==> src/design/projection_profile_histogram_top_defines.svh <==
// Assertion macros for the projection profile histogram.
`ifndef PROJECTION_PROFILE_HISTOGRAM_TOP_DEFINES_SVH
`define PROJECTION_PROFILE_HISTOGRAM_TOP_DEFINES_SVH

`ifndef SYNTHESIS
`define PPH_ASSERT(lbl, prop, msg) \
  lbl: assert property (@(posedge clk_i) disable iff (!rst_ni) (prop)) else $error(msg);
`define PPH_ASSERT_IMPL(lbl, ante, cons, msg) \
  `PPH_ASSERT(lbl, (ante) |-> (cons), msg)
`else
`define PPH_ASSERT(lbl, prop, msg)
`define PPH_ASSERT_IMPL(lbl, ante, cons, msg)
`endif

`endif

==> src/design/pph_pkg.sv <==
package pph_pkg;

  localparam int BINS        = 8192;
  localparam int COUNT_BITS  = 24;
  localparam int COORD_BITS  = 12;

  localparam int IN_COORD_W  = 12;
  localparam int SEL_W       = 13;
  localparam int COEF_W      = 16;
  localparam int OFFSET_W    = 14;
  localparam int THR_W       = 8;
  localparam int FRAC_BITS   = 14;
  localparam int CFG_IDX_W   = 3;
  localparam int OP_W        = 2;

  localparam int IDX_W       = $clog2(BINS);
  localparam int PROD_W      = COEF_W + COORD_BITS + 1;
  localparam int SUM_W       = PROD_W + 1;
  localparam int P_W         = SUM_W - FRAC_BITS;
  localparam int CALC_A      = (P_W > OFFSET_W) ? P_W : OFFSET_W;
  localparam int CALC_B      = (CALC_A > IDX_W + 1) ? CALC_A : IDX_W + 1;
  localparam int CALC_W      = CALC_B + 1;
  localparam int BIN_W       = (IDX_W > SEL_W) ? IDX_W : SEL_W;
  localparam int SELCMP_W    = (SEL_W > IDX_W + 1) ? SEL_W : IDX_W + 1;
  localparam int FRAC_MASK   = (1 << FRAC_BITS) - 1;

  localparam int Q_DEPTH     = 4;
  localparam int Q_PTR_W     = $clog2(Q_DEPTH);

  localparam logic signed [COEF_W-1:0]   COS_RST    = COEF_W'(16384);
  localparam logic signed [COEF_W-1:0]   SIN_RST    = '0;
  localparam logic signed [OFFSET_W-1:0] OFFSET_RST = '0;
  localparam logic [THR_W-1:0]           THR_RST    = THR_W'(100);

  typedef enum logic [OP_W-1:0] {
    OP_PIXEL      = 2'd0,
    OP_READ       = 2'd1,
    OP_READ_CLEAR = 2'd2
  } op_e;

  typedef enum logic [CFG_IDX_W-1:0] {
    REG_COS       = 3'd0,
    REG_SIN       = 3'd1,
    REG_OFFSET    = 3'd2,
    REG_THRESHOLD = 3'd3
  } cfg_reg_e;

  typedef enum logic [2:0] {
    K_ZERO,
    K_PIX_OOR,
    K_INC,
    K_READ,
    K_CLEAR,
    K_READ_OOR
  } kind_e;

  typedef struct packed {
    kind_e            kind;
    logic [BIN_W-1:0] bin;
  } q_entry_t;

endpackage

==> src/design/pph_queue.sv <==
module pph_queue import pph_pkg::*; (
  input  logic     clk_i,
  input  logic     rst_ni,
  input  logic     push_i,
  input  q_entry_t push_entry_i,
  output logic     full_o,
  input  logic     pop_i,
  output logic     empty_o,
  output q_entry_t head_o
);

  q_entry_t             entries_q [Q_DEPTH];
  logic [Q_PTR_W-1:0]   wr_ptr_q, rd_ptr_q;
  logic [Q_PTR_W:0]     cnt_q;
  logic                 do_push, do_pop;

  assign full_o  = cnt_q == (Q_PTR_W + 1)'(Q_DEPTH);
  assign empty_o = cnt_q == '0;
  assign do_push = push_i && !full_o;
  assign do_pop  = pop_i && !empty_o;
  assign head_o  = entries_q[rd_ptr_q];

  always_ff @(posedge clk_i or negedge rst_ni) begin
    if (!rst_ni) begin
      wr_ptr_q <= '0;
      rd_ptr_q <= '0;
      cnt_q    <= '0;
    end else begin
      if (do_push) begin
        wr_ptr_q <= (wr_ptr_q == Q_PTR_W'(Q_DEPTH - 1)) ? '0 : wr_ptr_q + 1'b1;
      end
      if (do_pop) begin
        rd_ptr_q <= (rd_ptr_q == Q_PTR_W'(Q_DEPTH - 1)) ? '0 : rd_ptr_q + 1'b1;
      end
      if (do_push && !do_pop) begin
        cnt_q <= cnt_q + 1'b1;
      end else if (do_pop && !do_push) begin
        cnt_q <= cnt_q - 1'b1;
      end
    end
  end

  always_ff @(posedge clk_i) begin
    if (do_push) begin
      entries_q[wr_ptr_q] <= push_entry_i;
    end
  end

endmodule

==> config.mk <==
export PLATFORM = sky130hd
export DESIGN_NAME = pph_queue
export DESIGN_NICKNAME = d
export VERILOG_FILES = /design/src/design/projection_profile_histogram_top_defines.svh /design/src/design/pph_pkg.sv /design/src/design/pph_queue.sv
export SDC_FILE = /design/constraint.sdc
export NUM_CORES = 1
export LEC_CHECK = 0
export BUFFER_PORTS_ARGS = -buffer_cell sky130_fd_sc_hd__buf_2
export CORE_MARGIN = 2
export CORE_UTILIZATION = 45
export DETAILED_ROUTE_END_ITERATION = 8
export PLACE_DENSITY_LB_ADDON = 0.2
export RECOVER_POWER = 25
export SETUP_SLACK_MARGIN = 0.5
export SLEW_MARGIN = 20
export SYNTH_ARGS = -nofsm -noshare
export SYNTH_HDL_FRONTEND = slang
export SYNTH_SLANG_ARGS = --single-unit
==> constraint.sdc <==
create_clock -name clk_i -period 2.2 [get_ports clk_i]
set_input_delay 0.44 -clock clk_i [delete_from_list [all_inputs] [get_ports clk_i]]
set_output_delay 0.44 -clock clk_i [all_outputs]
set_load 0.01 [all_outputs]
; ---- After elaboration in Yosys (flattened, before gate mapping)
; Memories as Yosys holds them, arrays and structs flattened.
; Index checks and enable logic that the tools add are counted.
[classes]
addsub = 4
n_reduce_logical = 10
eq_ne = 3
muxes = 6
[ops]
columns = cell, count
row1 = two-way mux 3 bit, 2
row2 = "adder 2 x 1 -> 2 bit, second input constant", 2
row3 = "equality test 2 bit, second input constant", 2
row4 = logical AND 1 bit, 4
row5 = zero test 1 bit, 4
row6 = two-way mux 2 bit, 2
row7 = "adder 3 x 1 -> 3 bit, second input constant", 1
row8 = "equality test 3 bit, second input constant", 1
row9 = zero test 3 bit, 1
row10 = "subtractor 3 x 1 -> 3 bit, second input constant", 1
row11 = two-way mux 1 bit, 2
row12 = nonzero test 2 bit, 1
[word_totals]
out_inout_bits = 18
regBits = 7
mem_count = 1
inputBits = 20
ram_bits = 64
[memory_table]
columns = name, depth, width, read_ports, rd_clocked_by_memory_dff, write_ports, line_no
row1 = entries_q, 4, 16, 1, 0, 1, pph_queue.sv:12  ; q_entry_t entries_q [Q_DEPTH];

; ---- Longest topological paths before layout
[depth]
word_depth = 7
depth_mapped = 9
mapped_depth_nobuf = 8

; ---- Least setup slack after synthesis
; Ideal clock, no wire load.
[synth_path]
path_type = register to register
start = register cnt_q[0]
end = register cnt_q[1]
slack_ns = 0.201
n_path_buf = 1
period_less_slack_ns = 1.999
setup_ns = 0.125
arrival_ns = 1.874
path_stages_with_launch = 8
cell_sequence = dfrtp_1 nor3b_2 nor2b_1 buf_2 ha_1 inv_1 fa_1 mux2_2
[synth_via]
elab_chain_cells = 6
elab_cells_between_ends = 15
classes_between = add/sub: 2 / eq/ne: 1 / mux: 2 / reduce/logical: 10
[synth_lines]
columns = item, line_no
row1 = start: declaration, pph_queue.sv:14  ; logic [Q_PTR_W:0] cnt_q;
row2 = start signal: assignment, pph_queue.sv:36  ; cnt_q <= cnt_q + 1'b1;
row3 = start signal: assignment, pph_queue.sv:38  ; cnt_q <= cnt_q - 1'b1;
row4 = equality test 3 bit *, pph_queue.sv:17  ; assign full_o = cnt_q == (Q_PTR_W + 1)'(Q_DEPTH);
row5 = via full_o, pph_queue.sv:6  ; output logic full_o,
row6 = zero test 1 bit *, pph_queue.sv:19  ; assign do_push = push_i && !full_o;
row7 = logical AND 1 bit *, pph_queue.sv:19
row8 = via do_push, pph_queue.sv:15  ; logic do_push, do_pop;
row9 = zero test 1 bit, pph_queue.sv:37  ; end else if (do_pop && !do_push) begin
row10 = logical AND 1 bit, pph_queue.sv:37
row11 = nonzero test 2 bit (no line), n/a
; The timed path passes the listed nets; every way through them passes the cells marked *. The select of a mux whose other input is x is not followed.
; A chain may end at the register's enable or synchronous reset.

==> results.tsv <==
metric	value	unit
status	completed	
Distinct cells, synth	20	
most frequent cells in the layout	edfxtp_1, mux4_2, buf_6	
Synth Area per Inst	22.8	µm²
Vias/cell	5.15	
Synth top area share	69.7	%
FF-to-FF path depth	8	
leading area contributor after synthesis	edfxtp_1	
critical path class	reg2out	
Max Slew Vio Count	0	
GP Congestion	0.636	
Sink Count	71	
largest net degree at the start of global routing	17	
port bufs	37	
Synth Register Bits	71	
fmax	0.487	GHz
Die Wd	82.3	µm
Sum Neg Setup Slack	0	ps
Setup WS pre-CTS	256	ps
first-pass GRT wire length	6930	µm
Final Setup Violations	0	
Root Buffer	clkbuf_8	
layout cells sized above 1	49.2	%
Vias	1390	
initial DRC count	69	
initial antenna violation count	0	
Cells after Synth	121	
CP cell instances	buf_8, mux4_2, buf_6	
total of max-cap violations	0	
Hold Path Class	in2reg	
DR top layer	met4	
final clock skew	4.42	ps
clk buf depth	2	
io pins	38	
VDD IR max	0.000646	V
Worst Path Required	1760	ps
number of stages on the worst hold path	1	
synth warn	0	
Slowest-stage cell, CP	mux4_2	
GRT Util Overall	15.3	%
cell family with the largest share of critical-path delay	multiplexers	
die area	6770	µm²
CP peak stage delay	530	ps
Pwr Density	1360	nW/µm²
DP Wirelength	2840	µm
WL final	4920	µm
Fin. Hold Viols	0	
startpoint types	register	
Rows	28	
first-pass iteration count of the detailed router	4	
commonest non-fill, non-tap cell in the layout	edfxtp_1	
synthesis-to-finish area growth	32.9	%
Leak Pwr	1.32	nW
Area contributors post-synth	edfxtp_1, mux4_2, dfrtp_1	
latest clock arrival within the worst-skew pair	340	ps
vias in the first global route	1416	
Slew HR	78.3	%
syn_nets	148	
CP arrival	1620	ps
final period utilization	93.4	%
core area	5920	µm²
Tmin final	2060	ps
# nets final	217	
routed wire length on met3	249	µm
sequential fraction of the synthesis area	76.0	%
Final ANT Viol Nets	0	
fill count	433	
Inserted Clock Buffers	9	
CP bufs+invs	2	
RSZ-0062 raised after global routing	true	
Worst Max-Slew Pin Slew	325	ps
Initial Utilization	46.6	%
ant diodes	0	
H-tree levels	3	
WP depth	3	
Remaining DRCs	0	
gr ovfl total	0	
metal1 wirelength	1900	µm
Reg clk slew, reported paths	70	ps
DR WL/cell	18.2	µm
Worst Path Max Fanout	6	
CP Capture Type	output pin	
Cell Area, Synth	2760	µm²
CTS tree	built	
WL met2	2660	µm
final setup margin	145	ps
Die H	82.3	µm
-- worst paths after layout --
check                                startpoint              end  slack [ps]
worst max-delay path                rd_ptr_q[0]        head_o[0]         140
worst min register to register      wr_ptr_q[1]      wr_ptr_q[1]         580
min in group asynchronous                rst_ni      rd_ptr_q[0]         450
worst min-delay path            push_entry_i[7]  entries_q[1][7]         320
max in group asynchronous                rst_ni         cnt_q[1]        1570
worst max register to register         cnt_q[2]         cnt_q[2]         400
-- cell usage after synthesis --
library cell,number
a21o_1,1
and2_1,4
buf_2,3
buf_4,1
buf_6,1
dfrtp_1,7
edfxtp_1,64
fa_1,1
ha_1,6
inv_1,3
mux2_2,2
mux2_4,2
mux4_2,16
nor2_1,2
nor2b_1,1
nor3_1,2
nor3b_2,1
o31ai_2,1
xnor2_1,1
xor2_1,2
-- logic make-up after synthesis --
logic type,Yosys count,share of synthesized area [%]
flops,71,76.0
mux,20,15.0
simple gates,10,2.22
buf+inv,8,1.63
fa+ha+maj,7,3.45
xor+xnor,3,0.953
compound gates,2,0.726
-- registers in the layout (all words and copies together), names as in the netlist --
signal,count
rd_ptr_q,2
cnt_q,3
wr_ptr_q,2
entries_q,64
-- layer usage --
metal	up-vias	global-route usage [%]
met1	711	16.8
met4	0	8.00
met5	-	0
li1	631	-
met2	37	25.2
met3	11	6.41
-- stage by stage --
step / total power [W] / utilization [%] / std cells / hold slack (ps) / area (µm²)
floorplan: 0.00293 / - / 121 / 144 / 2790
global placement: 0.00334 / 52.3 / 237 / 278 / 3100
detailed placement: 0.00341 / 52.3 / 237 / 283 / 3100
CTS: 0.00458 / 57.8 / 262 / 295 / 3420
global route: 0.00525 / 61.9 / 270 / 308 / 3670
finish: 0.00497 / 61.9 / 270 / 316 / 3670
-- worst register-to-register path, stage by stage, from the launching register on --
cell and delay, ps:
dfrtp_2 440, nor3b_4 170, nor2b_2 190, ha_4 170
inv_2 40, fa_2 320, xor2_1 150, nor2_1 110
xor2_1 150
-- what timing repair did --
item	in CTS	in global routing
gates resized for setup	20	28
cloned	0	5
pin swaps	3	4
buffers inserted	8	3
hold endpoints to repair	7	0
endpoints found under the setup margin	82	83
hold buffers	1	0
-- layout make-up --
| class | count | area [µm²] | share of cell area (%) |
|---|---|---|---|
| Clock buffer | 11 | 131 | 3.58 |
| Sequential cell | 71 | 2100 | 57.3 |
| Clock inverter | 5 | 48.8 | 1.33 |
| Multi-Input combinational cell | 42 | 663 | 18.1 |
| Tap cell | 75 | 93.8 | 2.56 |
| Inverter | 3 | 11.3 | 0.307 |
| Timing Repair Buffer | 63 | 616 | 16.8 |
-- power by group --
group	switching, W	total (W)	internal [W]
clock	0.000442	0.000955	0.000513
sequential	0.000172	0.00198	0.00181
combinational	0.000802	0.00203	0.00123
total	0.00142	0.00497	0.00355
No activity file was read; power rests on OpenSTA's default activity.
