### config.mk
export PLATFORM = sky130hd
export DESIGN_NAME = pph_front
export DESIGN_NICKNAME = d
export VERILOG_FILES = /design/src/design/projection_profile_histogram_top_defines.svh /design/src/design/pph_pkg.sv /design/src/design/pph_front.sv
export SDC_FILE = /design/constraint.sdc
export NUM_CORES = 1
export LEC_CHECK = 0
export BUFFER_PORTS_ARGS = -buffer_cell sky130_fd_sc_hd__buf_4
export CORE_MARGIN = 2
export CORE_UTILIZATION = 55
export DETAILED_ROUTE_END_ITERATION = 10
export PLACE_DENSITY = 0.74
export SYNTH_ARGS = -nofsm -noshare
export SYNTH_HDL_FRONTEND = slang
export SYNTH_SLANG_ARGS = --single-unit
### constraint.sdc
create_clock -name clk_i -period 5.1 [get_ports clk_i]
set_input_delay 1.02 -clock clk_i [delete_from_list [all_inputs] [get_ports clk_i]]
set_output_delay 1.02 -clock clk_i [all_outputs]
set_load 0.05 [all_outputs]
### src/design/projection_profile_histogram_top_defines.svh
// Assertion macros for the projection profile histogram.
`ifndef PROJECTION_PROFILE_HISTOGRAM_TOP_DEFINES_SVH
`define PROJECTION_PROFILE_HISTOGRAM_TOP_DEFINES_SVH

`ifndef SYNTHESIS
`define PPH_ASSERT(lbl, prop, msg) \
  lbl: assert property (@(posedge clk_i) disable iff (!rst_ni) (prop)) else $error(msg);
`define PPH_ASSERT_IMPL(lbl, ante, cons, msg) \
  `PPH_ASSERT(lbl, (ante) |-> (cons), msg)
`else
`define PPH_ASSERT(lbl, prop, msg)
`define PPH_ASSERT_IMPL(lbl, ante, cons, msg)
`endif

`endif

### src/design/pph_pkg.sv
package pph_pkg;

  localparam int BINS        = 8192;
  localparam int COUNT_BITS  = 24;
  localparam int COORD_BITS  = 12;

  localparam int IN_COORD_W  = 12;
  localparam int SEL_W       = 13;
  localparam int COEF_W      = 16;
  localparam int OFFSET_W    = 14;
  localparam int THR_W       = 8;
  localparam int FRAC_BITS   = 14;
  localparam int CFG_IDX_W   = 3;
  localparam int OP_W        = 2;

  localparam int IDX_W       = $clog2(BINS);
  localparam int PROD_W      = COEF_W + COORD_BITS + 1;
  localparam int SUM_W       = PROD_W + 1;
  localparam int P_W         = SUM_W - FRAC_BITS;
  localparam int CALC_A      = (P_W > OFFSET_W) ? P_W : OFFSET_W;
  localparam int CALC_B      = (CALC_A > IDX_W + 1) ? CALC_A : IDX_W + 1;
  localparam int CALC_W      = CALC_B + 1;
  localparam int BIN_W       = (IDX_W > SEL_W) ? IDX_W : SEL_W;
  localparam int SELCMP_W    = (SEL_W > IDX_W + 1) ? SEL_W : IDX_W + 1;
  localparam int FRAC_MASK   = (1 << FRAC_BITS) - 1;

  localparam int Q_DEPTH     = 4;
  localparam int Q_PTR_W     = $clog2(Q_DEPTH);

  localparam logic signed [COEF_W-1:0]   COS_RST    = COEF_W'(16384);
  localparam logic signed [COEF_W-1:0]   SIN_RST    = '0;
  localparam logic signed [OFFSET_W-1:0] OFFSET_RST = '0;
  localparam logic [THR_W-1:0]           THR_RST    = THR_W'(100);

  typedef enum logic [OP_W-1:0] {
    OP_PIXEL      = 2'd0,
    OP_READ       = 2'd1,
    OP_READ_CLEAR = 2'd2
  } op_e;

  typedef enum logic [CFG_IDX_W-1:0] {
    REG_COS       = 3'd0,
    REG_SIN       = 3'd1,
    REG_OFFSET    = 3'd2,
    REG_THRESHOLD = 3'd3
  } cfg_reg_e;

  typedef enum logic [2:0] {
    K_ZERO,
    K_PIX_OOR,
    K_INC,
    K_READ,
    K_CLEAR,
    K_READ_OOR
  } kind_e;

  typedef struct packed {
    kind_e            kind;
    logic [BIN_W-1:0] bin;
  } q_entry_t;

endpackage

### src/design/pph_front.sv
module pph_front import pph_pkg::*; (
  input  logic                  clk_i,
  input  logic                  rst_ni,
  input  logic                  cfg_valid_i,
  output logic                  cfg_ready_o,
  input  logic [CFG_IDX_W-1:0]  cfg_index_i,
  input  logic [COEF_W-1:0]     cfg_data_i,
  input  logic                  in_valid_i,
  output logic                  in_ready_o,
  input  logic [OP_W-1:0]       operation_i,
  input  logic [IN_COORD_W-1:0] col_i,
  input  logic [IN_COORD_W-1:0] row_i,
  input  logic [THR_W-1:0]      pixel_value_i,
  input  logic [SEL_W-1:0]      bin_select_i,
  input  logic                  clearing_i,
  input  logic                  q_full_i,
  output logic                  q_push_o,
  output q_entry_t              q_entry_o
);

  localparam logic signed [CALC_W-1:0] BINS_C = CALC_W'(BINS);

  logic signed [COEF_W-1:0]   cos_q, sin_q;
  logic signed [OFFSET_W-1:0] offset_q;
  logic [THR_W-1:0]           thr_q;

  logic                     en, acc;
  logic [COORD_BITS-1:0]    col_c, row_c;

  logic                     s1_valid_q, s2_valid_q, s3_valid_q;
  logic [OP_W-1:0]          s1_op_q, s2_op_q, s3_op_q;
  logic                     s1_hit_q, s2_hit_q, s3_hit_q;
  logic [SEL_W-1:0]         s1_sel_q, s2_sel_q, s3_sel_q;
  logic signed [PROD_W-1:0] s1_pc_q, s1_pr_q;
  logic signed [SUM_W-1:0]  s2_sum_q, s2_biased;
  logic signed [P_W-1:0]    s3_p_q;
  logic signed [CALC_W-1:0] bin_calc;
  logic                     pix_oor, sel_oor;

  assign cfg_ready_o = 1'b1;

  always_ff @(posedge clk_i or negedge rst_ni) begin
    if (!rst_ni) begin
      cos_q    <= COS_RST;
      sin_q    <= SIN_RST;
      offset_q <= OFFSET_RST;
      thr_q    <= THR_RST;
    end else if (cfg_valid_i) begin
      unique case (cfg_index_i)
        REG_COS:       cos_q    <= cfg_data_i;
        REG_SIN:       sin_q    <= cfg_data_i;
        REG_OFFSET:    offset_q <= cfg_data_i[OFFSET_W-1:0];
        REG_THRESHOLD: thr_q    <= cfg_data_i[THR_W-1:0];
        default: ;
      endcase
    end
  end

  assign en         = !(s3_valid_q && q_full_i);
  assign in_ready_o = en && !clearing_i;
  assign acc        = in_valid_i && in_ready_o;
  assign col_c      = COORD_BITS'(col_i);
  assign row_c      = COORD_BITS'(row_i);

  always_ff @(posedge clk_i or negedge rst_ni) begin
    if (!rst_ni) begin
      s1_valid_q <= 1'b0;
      s2_valid_q <= 1'b0;
      s3_valid_q <= 1'b0;
    end else if (en) begin
      s1_valid_q <= acc;
      s2_valid_q <= s1_valid_q;
      s3_valid_q <= s2_valid_q;
    end
  end

  assign s2_biased = s2_sum_q + (s2_sum_q[SUM_W-1] ? SUM_W'(FRAC_MASK) : SUM_W'(0));

  always_ff @(posedge clk_i) begin
    if (en) begin
      s1_op_q  <= operation_i;
      s1_hit_q <= pixel_value_i > thr_q;
      s1_sel_q <= bin_select_i;
      s1_pc_q  <= cos_q * $signed({1'b0, col_c});
      s1_pr_q  <= sin_q * $signed({1'b0, row_c});
      s2_op_q  <= s1_op_q;
      s2_hit_q <= s1_hit_q;
      s2_sel_q <= s1_sel_q;
      s2_sum_q <= SUM_W'(s1_pc_q) + SUM_W'(s1_pr_q);
      s3_op_q  <= s2_op_q;
      s3_hit_q <= s2_hit_q;
      s3_sel_q <= s2_sel_q;
      s3_p_q   <= s2_biased[SUM_W-1:FRAC_BITS];
    end
  end

  assign bin_calc = CALC_W'(s3_p_q) - CALC_W'(offset_q);
  assign pix_oor  = (bin_calc < 0) || (bin_calc >= BINS_C);
  assign sel_oor  = SELCMP_W'(s3_sel_q) >= SELCMP_W'(BINS);

  always_comb begin
    q_entry_o.kind = K_ZERO;
    q_entry_o.bin  = '0;
    unique case (s3_op_q) inside
      OP_PIXEL: begin
        if (s3_hit_q && pix_oor) begin
          q_entry_o.kind = K_PIX_OOR;
        end else if (s3_hit_q) begin
          q_entry_o.kind = K_INC;
          q_entry_o.bin  = BIN_W'(bin_calc[IDX_W-1:0]);
        end
      end
      OP_READ, OP_READ_CLEAR: begin
        q_entry_o.bin = BIN_W'(s3_sel_q);
        if (sel_oor) begin
          q_entry_o.kind = K_READ_OOR;
        end else if (s3_op_q == OP_READ) begin
          q_entry_o.kind = K_READ;
        end else begin
          q_entry_o.kind = K_CLEAR;
        end
      end
      default: ;
    endcase
  end

  assign q_push_o = s3_valid_q && !q_full_i;

endmodule

Yosys cells after proc, flatten, opt, wreduce, memory -nomap -nowiden --
Cells that the tools add are included.
Word-level totals: output and inout port bits 19, bits of input ports 72, register bits after elaboration 209, word-level logic and storage cells 55
Operators by class: multiply operators 2, reduce and logical (&&, ||, !) cells 16, $lt $le $gt $ge 3, equal/unequal tests 5, mux-type cells 6, add/sub/neg operators 3
Operators with widths (count):
- $mul 16x13->29 | 2
- $pmux 16 s2 | 1
- $add 29x29->30 | 1
- $add 30x15->30 | 1
- $ge 17x15->1 const B | 1
- $lt 17x1->1 const B | 1
- $sub 16x14->17 | 1
- $mux 15 | 1
- $mux 14 | 1
- $mux 13 | 1
- $gt 8x8->1 | 1
- $reduce_and 2->1 | 4
- $eq 3x2->1 const B | 2
- $mux 3 | 2
- $logic_and 1x1->1 | 5
- $eq 3x1->1 const B | 1
- $logic_not 1->1 | 3
- $logic_not 3->1 | 1
- $eq 2x1->1 const B | 1
- $eq 2x2->1 const B | 1
- $logic_not 2->1 | 1
- $reduce_or 2->1 | 1
- $logic_or 1x1->1 | 1

Longest topological paths before layout --
Gate-level depths: netlist of the first run.
depth in word-level cells 6, depth in mapped cells 23, gate-level depth less buffers 21

Worst setup path after synthesis of the first run --
Ideal clock, no wire load.
path kind input to register, start in row_i[9], end reg s1_pr_q[27], data pin, setup slack -1.085 ns, cell stages on the path 21, path buffers 2, data arrival time 5.927 ns, setup time 0.258 ns, data required time 4.842 ns, cell sequence clkbuf_1 clkbuf_1 nand2_1 fa_1 inv_1 fa_1 fa_1 fa_1 inv_1 fa_1 inv_1 ha_1 a21o_1 a21o_1 a21o_1 a21oi_1 o21ai_0 a2111oi_0 o21bai_1 a21oi_1 xnor2_1
On the way: longest elaborated chain between the ends 1
Ends and longest elaborated chain:
- from (decl) | RTL line pph_front.sv:12 | input logic [IN_COORD_W-1:0] row_i,
- $mul 16x13->29 | RTL line pph_front.sv:85 | s1_pr_q <= sin_q * $signed({1'b0, row_c});
- to (signal assigned) | RTL line pph_front.sv:85
- to (decl) | RTL line pph_front.sv:34 | logic signed [PROD_W-1:0] s1_pc_q, s1_pr_q;
Every way passes these cells. A chain may end at the register's enable or synchronous reset.

Worst setup path after layout of the first run --
start in col_i[1], end reg s1_pc_q[25], data pin
On the way: longest elaborated chain between the ends 1
Ends and longest elaborated chain:
- from (decl) | RTL line pph_front.sv:11 | input logic [IN_COORD_W-1:0] col_i,
- $mul 16x13->29 | RTL line pph_front.sv:84 | s1_pc_q <= cos_q * $signed({1'b0, col_c});
- to (signal assigned) | RTL line pph_front.sv:84
- to (decl) | RTL line pph_front.sv:34
Every way passes these cells.

==> metrics.txt, run 1 <==
outcome=finished with violations; failing checks=setup timing; Req. time, crit path=5.37 ns; synthesized-area fraction occupied by adder cells=0.401; cells after synthesis=2386; distinct cell type count of the synthesized netlist=78; number of hold violations in the final report=0; WS Path Type=input port to flop; mean routed wirelength per cell=16.9 um; starting density of the core=0.559; pin count of the biggest net entering global routing=94; kind of start point of the critical path=input port; commonest cells after routing, fill and taps aside=512 x inv_1, 351 x fa_1, 338 x buf_4; combinational family with the most area after synthesis=adder cells; H-tree depth=1; flip-flop cell with the highest count after synthesis=edfxtp_1; Period minus WS final=5.68 ns; GP Congestion=0.860; aggregate global-route resource usage=0.257; insertion delay to the later sink of the worst-skew pair=0.54 ns; multiplexer area fraction after synthesis=0.0200; CTS Buffer Depth=3; most frequent standard cell in the layout excluding fill and tap cells=inv_1; portion of the clock cycle consumed by the worst path in the final layout=1.11; fraction of final layout cells sized beyond drive strength 1=0.237; Worst Hold Margin=0.417 ns; post-synthesis share of cell area spent on and, or, nand and nor gates=0.121; net total in the final layout=3369; drt pass-1 iters=5; Clock Sinks=209; vias in the first global route=19100; portion of the post-synthesis area used by sequential elements=0.248; EDFF count, synth=152; vias post-DR=17500; complex-gate fraction of the synthesized area=0.0775; Total Routed Length=56500 um; net count after synthesis=3019; post-synthesis to final-layout area growth=21.7%; Iteration-0 DRC Markers=1137; core occupancy in the finished layout=0.680; number of buffers added by the clock tree synthesis step=25; fraction of registers with async set or reset after synthesis=0.273; FMAX=176 MHz; antenna violations before repair=1; die extent in x=214 um; unrepaired setup endpoints after global routing=true; root buffer selected by CTS=clkbuf_16; number of antenna cells inserted=0; number of cell instances on the worst register-to-register path=19; clock transition at the registers of the reported paths=0.06 ns; number of register bits inferred by synthesis=209; final setup slack of the worst path=-0.581 ns; hold crit path type=flop to flop; number of warnings reported in the yosys synthesis log=0; number of remaining DRC errors=0; CTS tree=built; max_slew headroom=0.383; area after detailed placement=0.0277 mm^2; GRT Residual Overflow=0; mean instance size in the synthesized netlist=10.1 um^2; worst hold path cell count=0; crit end category=flop; Max Cap Violations=0; Top Ports=91; DR vias/cell=5.25; Die Outline Area=0.0457 mm^2; core area=0.0433 mm^2; clk_skew=0.0292 ns; transition time of the tightest slew-check pin=0.926 ns; arrival time of the worst setup path=5.95 ns; global-route wire length before repair=93200 um; Final setup violation count=29; half-perimeter wire length after detailed placement=45600 um; largest fanout on the critical path=6; number of buffers added to fix hold violations after cts=0; final design instance area without fill=0.0294 mm^2; DIE HEIGHT=214 um; Routed Antenna Nets=0; area of the mapped netlist=0.0242 mm^2; count of pins over their slew limit=0; floorplan row count=76; share of the synthesized netlist area taken by xor and xnor gates=0.0366; number of input and output port buffers inserted=89
final cells by class:
type	instances	area, um^2
clock buffer	37	681
clock inverter	9	93.8
fill	3186	13800
inverter	542	2030
multi-input combinational	1570	16700
sequential	209	6000
tap	585	732
timing repair buffer	388	3210
routing by layer:
layer / global-route usage / share of wire
met5: 0 / 0
met4: 0.0773 / 0.031
met3: 0.0269 / 0.039
met2: 0.459 / 0.52
met1: 0.331 / 0.41
cell families after synthesis:
| family | after synthesis |
|---|---|
| xor gates and xnor gates | 101 |
| AOI/OAI and AO/OA | 268 |
| muxes | 43 |
| adders and majority gates | 561 |
| other | 1 |
| and+or+nand+nor | 596 |
| DFF | 209 |
| buffers and inverters | 607 |
state kept, by name, summed over array words and instances (netlist names), 8 cells and up:
| register | count |
|---|---|
| cos_q | 16 |
| offset_q | 14 |
| s1_pc_q | 29 |
| s1_pr_q | 29 |
| s1_sel_q | 13 |
| s2_sel_q | 13 |
| s2_sum_q | 30 |
| s3_p_q | 16 |
| s3_sel_q | 13 |
| sin_q | 16 |
| thr_q | 8 |
through the flow:
stage               std cells  worst slack [ns]  setup TNS, ns
floorplan                2386            -0.894         -13.87
global placement         3261             -1.17         -26.27
detailed placement       3261             -1.29         -28.93
CTS                      3329            -0.558          -7.55
global route             3340            -0.769         -14.10
finish                   3340            -0.581          -9.51
repair_timing:
action,in CTS,in global routing
endpoints found under the setup margin,30,32
gates resized for setup,107,59
buffers inserted,28,16
pin swaps,100,54
worst paths after layout:
check	slack, ns	end	from
max	-0.58	s1_pc_q[25]	col_i[1]
min	0.42	s3_op_q[0]	s2_op_q[0]
max reg2reg	-0.50	s1_pc_q[25]	cos_q[5]
min reg2reg	0.42	s3_op_q[0]	s2_op_q[0]
max in group asynchronous	3.82	cos_q[7]	rst_ni
min in group asynchronous	0.62	cos_q[3]	rst_ni
critical path: stages:
cell	delay (ns)
buf_8	0.11
and2_4	0.15
fa_1	0.52
inv_1	0.05
fa_1	0.47
inv_1	0.05
fa_1	0.44
fa_1	0.49
inv_1	0.05
fa_1	0.49
inv_2	0.05
ha_4	0.21
a21o_1	0.15
a21o_1	0.17
a211o_1	0.34
o31ai_4	0.28
a31oi_4	0.18
nor4_4	0.24
o21bai_1	0.16
a21oi_2	0.21
xnor2_1	0.09
cell usage after synthesis (10+ instances only):
cell / n / area [um^2]
ha_1: 203 / 2540
a22o_1: 14 / 123
inv_1: 542 / 2030
dfrtp_1: 53 / 1330
nor2_1: 48 / 180
xnor2_1: 72 / 631
nand3_1: 20 / 100
nand2b_1: 11 / 68.8
fa_1: 358 / 7170
clkbuf_1: 62 / 233
edfxtp_1: 152 / 4560
o21a_1: 13 / 97.6
xor2_1: 29 / 254
o21bai_1: 17 / 128
and2_1: 175 / 1090
nor2b_1: 14 / 87.6
nor3_1: 13 / 65.1
a21oi_1: 61 / 305
nand2_1: 269 / 1010
o21ai_0: 44 / 220
a21o_1: 33 / 248
a211oi_1: 10 / 75.1
mux2_2: 42 / 473
Power of run 1 is left out: the tool's default activity adds up to more than one toggle a clock period on the data nets, which glitch-free logic cannot reach.
==> run 2: changes to the inputs <==
--- a/config.mk
+++ b/config.mk
@@ -5,6 +5,7 @@
 export SDC_FILE = /design/constraint.sdc
 export NUM_CORES = 1
 export LEC_CHECK = 0
+export ABC_AREA = 1
 export BUFFER_PORTS_ARGS = -buffer_cell sky130_fd_sc_hd__buf_4
 export CORE_MARGIN = 2
 export CORE_UTILIZATION = 55
==> metrics.txt, run 2 <==
outcome=finished, final reports clean; Total Routed Length=65700 um (+16%); antenna violations before repair=0 (-1); mean instance size in the synthesized netlist=8.36 um^2 (-18%); startpoint of the tightest hold check path=s2_sel_q[0]; hold crit path type=flop to flop; GRT Residual Overflow=0 (unchanged); final design instance area without fill=0.0304 mm^2 (+3.3%); area leader, netlist=fa_1; number of register bits inferred by synthesis=209 (unchanged); Iteration-0 DRC Markers=1304 (+15%); worst hold path cell count=0 (unchanged); area of the mapped netlist=0.0257 mm^2 (+6.1%); Period minus WS final=5.02 ns (-0.661 ns); commonest cells in the synthesized netlist=850 x inv_1, 712 x nand2_1, 358 x fa_1, 203 x ha_1, 152 x edfxtp_1; cells after synthesis=3070 (+29%); CTS Buffer Depth=3 (unchanged); portion of the post-synthesis area used by sequential elements=0.234 (-0.0142); Biggest register=s2_sum_q; area share of the leading cell type in the synthesized netlist=0.279 (-0.0170); number of antenna cells inserted=0 (unchanged); half-perimeter wire length after detailed placement=53900 um (+18%); root buffer selected by CTS=clkbuf_16; number of input and output port buffers inserted=89 (unchanged); area after detailed placement=0.0291 mm^2 (+4.9%); net count after synthesis=3703 (+23%); global-route wire length before repair=106000 um (+14%); drt pass-1 iters=5 (unchanged); insertion delay to the later sink of the worst-skew pair=0.54 ns (about the same); count of pins over their slew limit=0 (unchanged); Die Outline Area=0.0484 mm^2 (+6.0%); number of remaining DRC errors=0 (unchanged); number of buffers added by the clock tree synthesis step=24 (-4.0%); core area=0.0463 mm^2 (+6.9%); top cells by area in the synthesized netlist=fa_1 28%, edfxtp_1 18%, inv_1 12%, nand2_1 10%, ha_1 9.9%; R2R Setup Slk=0.17 ns (+0.67 ns); pin count of the biggest net entering global routing=60 (-36%); most frequent standard cell in the layout excluding fill and tap cells=inv_1; largest fanout on the critical path=8 (+2); vias post-DR=20500 (+17%); max_slew headroom=0.403 (+0.0205); portion of the clock cycle consumed by the worst path in the final layout=0.984 (-0.130); EDFF count, synth=152 (unchanged); post-synthesis to final-layout area growth=18.6%; GP Congestion=0.899 (+4.5%); net total in the final layout=3943 (+17%); mean routed wirelength per cell=16.7 um (-1.3%); clock transition at the registers of the reported paths=0.06 ns (about the same); Req. time, crit path=5.37 ns (about the same); number of cell instances on the worst register-to-register path=15 (-4); die extent in x=220 um (+2.9%); CTS tree=built; fraction of final layout cells sized beyond drive strength 1=0.178 (-0.0588); FF-to-FF End=s1_pc_q[26]; floorplan row count=79 (+3.9%); vias in the first global route=21500 (+12%); transition time of the tightest slew-check pin=0.895 ns (-0.0308 ns); Max Cap Violations=0 (unchanged); DIE HEIGHT=220 um (+2.9%); number of hold violations in the final report=0 (unchanged); crit end category=flop; number of warnings reported in the yosys synthesis log=0 (unchanged); number of flip-flops under the largest register name=30 (unchanged); aggregate global-route resource usage=0.278 (+0.0211); hold-critical path endpoint=s3_sel_q[0]; clk_skew=0.0303 ns (+0.00113 ns); flip-flop cell with the highest count after synthesis=edfxtp_1; commonest cells after routing, fill and taps aside=817 x inv_1, 670 x nand2_1, 345 x fa_1; starting density of the core=0.555 (-0.00432); biggest regs=s2_sum_q (30), s1_pc_q (29), s1_pr_q (29); Top Ports=91 (unchanged); arrival time of the worst setup path=5.29 ns (-0.66 ns); kind of start point of the critical path=input port; DR vias/cell=5.20 (-1.0%); H-tree depth=1 (unchanged); WS Path Type=input port to flop; fraction of registers with async set or reset after synthesis=0.273 (unchanged); RR Startpoint=cos_q[14]; unrepaired setup endpoints after global routing=true; distinct cell type count of the synthesized netlist=46 (-41%); top-count cell post-synth=inv_1; FMAX=199 MHz (+13%); Routed Antenna Nets=0 (unchanged); Final setup violation count=0 (-100%); Clock Sinks=209 (unchanged)
run 2: worst max-delay path, stage by stage:
cell	delay, ns
buf_6	0.14
nand2_2	0.07
fa_1	0.58
fa_2	0.51
buf_4	0.17
fa_1	0.48
fa_1	0.50
fa_1	0.49
inv_1	0.04
ha_1	0.36
a21oi_2	0.22
nor2_1	0.09
nor2_2	0.12
nor2_1	0.07
nor3_2	0.14
o211ai_1	0.12
xor2_1	0.17
run 2: cell type report:
cell class | count | area (um^2)
Clock buffer | 34 | 691
Clock inverter | 10 | 101
Fill cell | 3743 | 15800
Inverter | 851 | 3200
Multi-Input combinational cell | 1915 | 17100
Sequential cell | 209 | 6040
Tap cell | 607 | 759
Timing Repair Buffer | 309 | 2500
run 2: cell families after synthesis:
kind of cell,count (synthesis),synth area share
AOI/OAI and AO/OA,298,0.0643
xor gates and xnor gates,102,0.0348
adders and majority gates,561,0.378
buffers and inverters,946,0.139
DFF,209,0.234
other,1,0.000146
and+or+nand+nor,953,0.149
run 2: worst max path at each step:
stage / startpoint / endpoint / slack, ns / cells after the start
2_1_floorplan: row_i[2] / s1_pr_q[22] / -0.28 / 24
3_3_place_gp: row_i[1] / s1_pr_q[25] / -0.58 / 22
3_5_place_dp: row_i[1] / s1_pr_q[25] / -0.61 / 22
4_1_cts: row_i[1] / s1_pr_q[28] / 0.01 / 18
5_1_grt: row_i[3] / s1_pr_q[28] / -0.08 / 17
6_report: row_i[3] / s1_pr_q[28] / 0.08 / 17
run 2: metrics by stage:
step / hold WS [ns] / cells / worst slack [ns] / TNS (ns) / util
after floorplan: 0.400 / 3070 / -0.276 / -4.21 / -
after global placement: 0.402 / 3885 / -0.575 / -13.08 / 0.629
after detailed placement: 0.405 / 3885 / -0.611 / -15.07 / 0.629
after CTS: 0.416 / 3930 / 0.0126 / 0 / 0.646
after global routing: 0.425 / 3935 / -0.0759 / -0.288 / 0.658
final: 0.409 / 3935 / 0.0800 / 0 / 0.658
run 2: routing by layer:
layer	GRT usage	routed length, um	vias to the layer above
li1	-	-	9633
met1	0.360	27600	10100
met2	0.490	32400	602
met3	0.0308	3740	127
met4	0.0843	1900	0
met5	0	0	-
run 2: repair_timing:
action	CTS	global route
pin swaps	3	28
buffers inserted	1	4
setup endpoints to repair	10	30
gates resized for setup	9	135
hold buffers	0	0
cloned	0	1
Power of run 2 is left out for the same reason.
